### src/assert_macros.svh
// Assertion macros used by the classifier RTL.
`ifndef ASSERT_MACROS_SVH
`define ASSERT_MACROS_SVH

// Checks that an expression holds at every clock edge outside reset.
`define NCC_ASSERT(lbl, expr, msg) \
	lbl: assert property (@(posedge clk) disable iff (!arst_n) (expr)) else $error(msg);

// Checks that the consequent holds in the same cycle as the antecedent.
`define NCC_ASSERT_NOW(lbl, ante, cons, msg) \
	lbl: assert property (@(posedge clk) disable iff (!arst_n) (ante) |-> (cons)) else $error(msg);

// Checks that the consequent holds in the cycle after the antecedent.
`define NCC_ASSERT_NEXT(lbl, ante, cons, msg) \
	lbl: assert property (@(posedge clk) disable iff (!arst_n) (ante) |=> (cons)) else $error(msg);

`endif

### src/ncc_pkg.sv
// Types, register codes and constants of the nearest centroid classifier.
package ncc_pkg;

	localparam int DEF_MAX_CLUSTERS = 16;

	localparam int CFG_IW = 2;
	localparam int CFG_DW = 8;

	localparam logic [CFG_IW-1:0] REG_CLUSTERS = 2'd0;
	localparam logic [CFG_IW-1:0] REG_POWER    = 2'd1;

	localparam logic [4:0] RST_CLUSTERS = 5'd2;
	localparam logic [2:0] RST_POWER    = 3'd2;

	localparam logic [2:0] PW_CHEB = 3'd0;
	localparam logic [2:0] PW_MANH = 3'd1;
	localparam logic [2:0] PW_SQ   = 3'd2;
	localparam logic [2:0] PW_CUBE = 3'd3;
	localparam logic [2:0] PW_4    = 3'd4;
	localparam logic [2:0] PW_5    = 3'd5;
	localparam logic [2:0] PW_6    = 3'd6;
	localparam logic [2:0] PW_7    = 3'd7;

	// Largest magnitude whose power still fits in 64 bits.
	localparam logic [15:0] THR_5 = 16'd7131;
	localparam logic [15:0] THR_6 = 16'd1625;
	localparam logic [15:0] THR_7 = 16'd565;

	localparam logic MODE_LOAD     = 1'b0;
	localparam logic MODE_CLASSIFY = 1'b1;

	typedef struct packed {
		logic              mode;
		logic [3:0]        slot;
		logic signed [15:0] coord_x;
		logic signed [15:0] coord_y;
	} ncc_req_t;

	typedef struct packed {
		logic [3:0]  nearest_cluster;
		logic [63:0] min_distance;
	} ncc_rsp_t;

	typedef struct packed {
		logic       en;
		logic [2:0] power;
	} ncc_ctl_t;

endpackage

### src/ncc_argmin.sv
// Registered comparison tree that finds the lowest-index minimum distance.
module ncc_argmin import ncc_pkg::*; #(
	parameter int N = DEF_MAX_CLUSTERS
) (
	input  logic                                 clk,
	input  logic                                 en,
	input  logic [63:0]                          dists [N],
	input  logic [N-1:0]                         act,
	output logic [((N <= 1) ? 1 : $clog2(N))-1:0] best_idx,
	output logic [63:0]                          best_dist
);

	localparam int LV   = (N <= 1) ? 1 : $clog2(N);
	localparam int NPAD = 1 << LV;

	logic [63:0]   all_d [2*NPAD];
	logic [LV-1:0] all_i [2*NPAD];
	logic          all_a [2*NPAD];
	logic [63:0]   tr_d [NPAD];
	logic [LV-1:0] tr_i [NPAD];
	logic          tr_a [NPAD];
	logic          take_r [NPAD];

	always_comb begin
		for (int i = 0; i < NPAD; i++) begin
			all_d[i] = tr_d[i];
			all_i[i] = tr_i[i];
			all_a[i] = tr_a[i];
		end
		for (int j = 0; j < NPAD; j++) begin
			if (j < N) begin
				all_d[NPAD+j] = dists[j];
				all_a[NPAD+j] = act[j];
			end else begin
				all_d[NPAD+j] = '1;
				all_a[NPAD+j] = 1'b0;
			end
			all_i[NPAD+j] = LV'(j);
		end
		for (int i = 0; i < NPAD; i++) begin
			take_r[i] = all_a[2*i+1] && (!all_a[2*i] || (all_d[2*i+1] < all_d[2*i]));
		end
	end

	always_ff @(posedge clk) begin
		if (en) begin
			for (int i = 1; i < NPAD; i++) begin
				tr_d[i] <= take_r[i] ? all_d[2*i+1] : all_d[2*i];
				tr_i[i] <= take_r[i] ? all_i[2*i+1] : all_i[2*i];
				tr_a[i] <= all_a[2*i] | all_a[2*i+1];
			end
			tr_d[0] <= all_d[1];
			tr_i[0] <= all_i[1];
			tr_a[0] <= all_a[1];
		end
	end

	assign best_idx  = tr_i[1];
	assign best_dist = tr_d[1];

endmodule

### config.mk
export PLATFORM = sky130hd
export DESIGN_NAME = ncc_argmin
export DESIGN_NICKNAME = d
export VERILOG_FILES = /design/src/assert_macros.svh /design/src/ncc_pkg.sv /design/src/ncc_argmin.sv
export SDC_FILE = /design/constraint.sdc
export NUM_CORES = 2
export LEC_CHECK = 0
export BUFFER_PORTS_ARGS = -buffer_cell sky130_fd_sc_hd__buf_2
export CAP_MARGIN = 15
export CORE_AREA = 2 2 438 440
export CTS_CLUSTER_DIAMETER = 150
export DETAILED_ROUTE_END_ITERATION = 16
export DIE_AREA = 0 0 440 442
export PLACE_DENSITY = 0.58
export SETUP_SLACK_MARGIN = 0.15
export SLEW_MARGIN = 5
export SYNTH_ARGS = -nofsm -noshare
export SYNTH_HDL_FRONTEND = slang
export SYNTH_SLANG_ARGS = --single-unit
### constraint.sdc
create_clock -name clk -period 6.6 [get_ports clk]
set_input_delay 1.65 -clock clk [delete_from_list [all_inputs] [get_ports clk]]
set_output_delay 1.65 -clock clk [all_outputs]
set_load 0.01 [all_outputs]
# Word-level counts from Yosys, hierarchy flattened
# Memory sizes are Yosys's and may differ from the RTL's.
# Cells that the tools add are included.
# classes
order_cmp	15
muxes	32
n_bitwise	15
reduce_logical	45
# ops
op	count
64-bit less-than comparator	15
64-bit two-way mux	15
4-bit two-way mux	7
1-bit logical AND	15
1-bit logical NOT	15
1-bit logical OR	15
1-bit OR	15
1-bit two-way mux	10
# word_totals
reg_bits	0
mem_bits_rw	1104
in_bits	1042
n_memories	3
# mem_list
name	depth	word_bits	rd	rd_clocked_by_memory_dff	write_ports	line	source
tr_d	16	64	15	0	16	ncc_argmin.sv:19	logic [63:0] tr_d [NPAD];
tr_i	16	4	15	0	16	ncc_argmin.sv:20	logic [LV-1:0] tr_i [NPAD];
tr_a	16	1	15	0	16	ncc_argmin.sv:21	logic tr_a [NPAD];

# Longest topological paths before layout
# An unclocked memory read counts as a cell.
# logic_depth
depth_word	5
ltp_mapped	13

# Least setup slack after synthesis
# OpenSTA, ideal clock, no wires.
# synth_timing
path_kind	input -> register
startpoint	input dists[633] (netlist bit)
endpoint	memory tr_d[11][14], in the netlist tr_d[0][718], data pin
arrival_time_ns	3.836
t_required_ns	6.340
setup_slack_ns	2.504
cell_stages	12
cell_sequence	inv_1 ha_1 a21o_1 a21o_1 a221oi_1 o21ai_0 a221oi_1 nand2_1 o21ai_1 buf_2 buf_4 mux2_2
# synth_rtl
item	line	source
start: declaration	ncc_argmin.sv:7	input logic [63:0] dists [N],
end: declaration	ncc_argmin.sv:19	

==> flow_metrics.py <==
metrics = {
    "status": {
        "status": "completed",
    },
    "detailed_routing": {
        "vias_per_cell": 5.14,
        "drt-met1-wl_um": 92200,
        "route.met2.wl_um": 120000,
        "wl_met3_um": 10900,
        "drtAntennaViolNets": 0,
        "firstDrtPassIters": 5,
        "dr_total_vias": 47817,
        "top_layer": "met5",
        "avgRoutedWirePerCell_um": 25.0,
        "wirelength_um": 233000,
        "first_iter_violations": 3020,
        "drc": 0,
    },
    "grt": {
        "track_usage_pct": 23.4,
        "grt_pass1_wl_um": 331000,
        "grt_pass1_vias": 48735,
        "grt-ovfl-total": 0,
        "grt_max_degree": 133,
        "antenna_found_initial": 89,
    },
    "sta": {
        "fin_crit_ps": 5240,
        "fin_crit_sh_pct": 79.3,
        "skew_ps": 48.3,
        "fin_setup_tns_ps": 0,
        "setup_violations": 0,
        "hold_viol": 0,
        "timing.fmax_ghz": 0.191,
        "hold_ws_ps": 535,
        "maxSlewViolCount": 0,
        "tightest_slew_ps": 1320,
        "rsz0062_at_grt": "no",
        "max_slew_margin_pct": 11.2,
    },
    "floorplanning": {
        "die_width_um": 440,
        "rows": 160,
        "ios": 1110,
        "dieArea_sq_um": 194000,
        "coreArea_sq_um": 190000,
        "fp.dieH_um": 442,
        "initial_core_util_pct": 35.4,
    },
    "cells_and_area": {
        "multi_input_area_sq_um": 32200,
        "areaGrowthSynthToFinish_pct": 18.2,
        "drive_gt1_share_pct": 33.4,
        "register_area_sq_um": 30000,
        "layout_common_cells": "buf_2, edfxtp_1, inv_1",
        "utilization_pct": 41.8,
        "layout_commonest_cell": "buf_2",
        "n_fill_cell": 17836,
        "final_area_sq_um": 79200,
        "finalNonFillerCells": 9300,
        "nNetsFinal": 8632,
    },
    "critical_path": {
        "timing.rr.start": "tr_d[0][219]$_DFFE_PP_",
        "endpoint_kind": "flip-flop",
        "cp.required_ps": 7090,
        "arrival_ps": 5730,
        "path_class": "input port to flip-flop",
        "crit_start": "dists[842]",
        "start_kind": "input port",
        "worstPathMaxFanout": 65,
    },
    "run": {
        "max_cap_violations": 0,
    },
    "placement": {
        "place_inst": 9035,
        "dpl_cell_area_sq_um": 75200,
        "gp_congestion": 0.947,
        "dp_hpwl_um": 193000,
        "portBuffers": 1109,
    },
    "logic_synthesis": {
        "synthFlopType": "edfxtp_1",
        "yosys.cell_types.count": 70,
        "synth-seq-area-share_pct": 44.8,
        "synth-warning-count": 0,
        "synth-seq-cells": 1000,
        "avgSynthCellArea_sq_um": 12.1,
        "syn-num-nets": 7540,
        "syn-cell-area_sq_um": 67000,
        "syn_inst": 5553,
        "synth_edf_count": 1000,
        "synthArstFlopShare_pct": 0,
    },
    "power": {
        "cellLeakagePower_nw": 37.2,
        "vdd_drop_max_v": 0.000239,
        "powerDensity_nw_per_um2": 262,
    },
    "clocking": {
        "cts.path.max_buffers": 3,
        "cts_buffers": 118,
        "cts_setup_buffers": 0,
        "cts_tree": "done",
        "clock_sinks": 1000,
        "insertion_delay_ps": 790,
        "htreeDepth": 3,
        "cts_resized": 0,
        "cts_hold_buf": 0,
        "cts.clk_slew.worst_paths_ps": 60,
        "cts-root-buf": "clkbuf_16",
    },
    "min_path": {
        "min_path_type": "flip-flop to flip-flop",
        "holdCritStartpoint": "tr_i[0][25]$_DFFE_PP_",
    },
}
==> critical path, stage by stage <==
cell	delay [ps]
buf_2	110
inv_1	40
ha_1	280
and4_1	230
o211ai_1	120
o211ai_1	420
a31oi_1	430
o311ai_0	980
nand2_4	770
mux2_2	560
==> power by group <==
part / leakage (nW) / total, mW / internal [mW] / switching [mW]
registers: 9.78 / 8.76 / 8.16 / 0.597
clock network: 1.89 / 6.75 / 3.91 / 2.84
logic: 25.5 / 5.27 / 2.48 / 2.78
total: 37.2 / 20.8 / 14.6 / 6.22
==> final cells by class <==
type	instances	share of cell area, %
flip-flops and latches	1000	37.9
multi-input cells	3392	40.7
clock buffers	130	3.81
well taps	2511	3.97
repair buffers	1165	7.79
diodes	46	0.145
clock inverters	88	1.12
inverters	968	4.59
==> path summary, 6_finish.rpt <==
path / to / slack [ps] / depth (start not counted)
hold / removal: tr_i[0][13]$_DFFE_PP_ / 540 / 1
setup reg to reg: tr_d[0][76]$_DFFE_PP_ / 2020 / 10
setup / recovery: tr_d[0][581]$_DFFE_PP_ / 1360 / 10
hold reg to reg: tr_i[0][13]$_DFFE_PP_ / 540 / 1
==> metal layers <==
layer | GRT usage [%] | vias to the layer above
li1 | - | 22756
met3 | 3.76 | 378
met4 | 9.20 | 22
met1 | 27.6 | 23431
met5 | 0 | -
met2 | 42.2 | 1230
==> sequential cells by signal, summed over array words and instances (netlist names) <==
name	count
tr_d	960
tr_a	14
tr_i	26
==> logic make-up after synthesis <==
logic type,after synthesis,share of synthesized area (%)
fa+ha+maj,945,17.6
compound gates,957,9.85
simple gates,583,4.70
buf+inv,1161,7.39
flops,1000,44.8
mux,907,15.6
==> Yosys cell counts, drive strengths merged, types with 19 or more instances <==
master | instances | area (sq um)
nor3 | 41 | 215
nand4 | 169 | 1060
inv | 968 | 3630
edfxtp | 1000 | 30000
nand2b | 25 | 156
nand3 | 31 | 155
o21ai | 101 | 505
a221o | 67 | 671
a21oi | 281 | 1410
a211oi | 38 | 295
a221oi | 19 | 173
and4 | 23 | 201
buf | 175 | 1250
ha | 945 | 11800
a21o | 289 | 2170
nor2b | 26 | 163
nand2 | 131 | 492
or2 | 20 | 125
a22o | 64 | 561
nor2 | 65 | 244
mux2 | 907 | 10500
==> through the flow <==
step,setup WS [ps],total power [mW]
final,1360,20.8
after global routing,1260,21.8
after CTS,1460,21.0
after detailed placement,617,14.2
after global placement,313,14.1
after floorplan,2500,12.0
No activity file was read; power rests on OpenSTA's default activity.
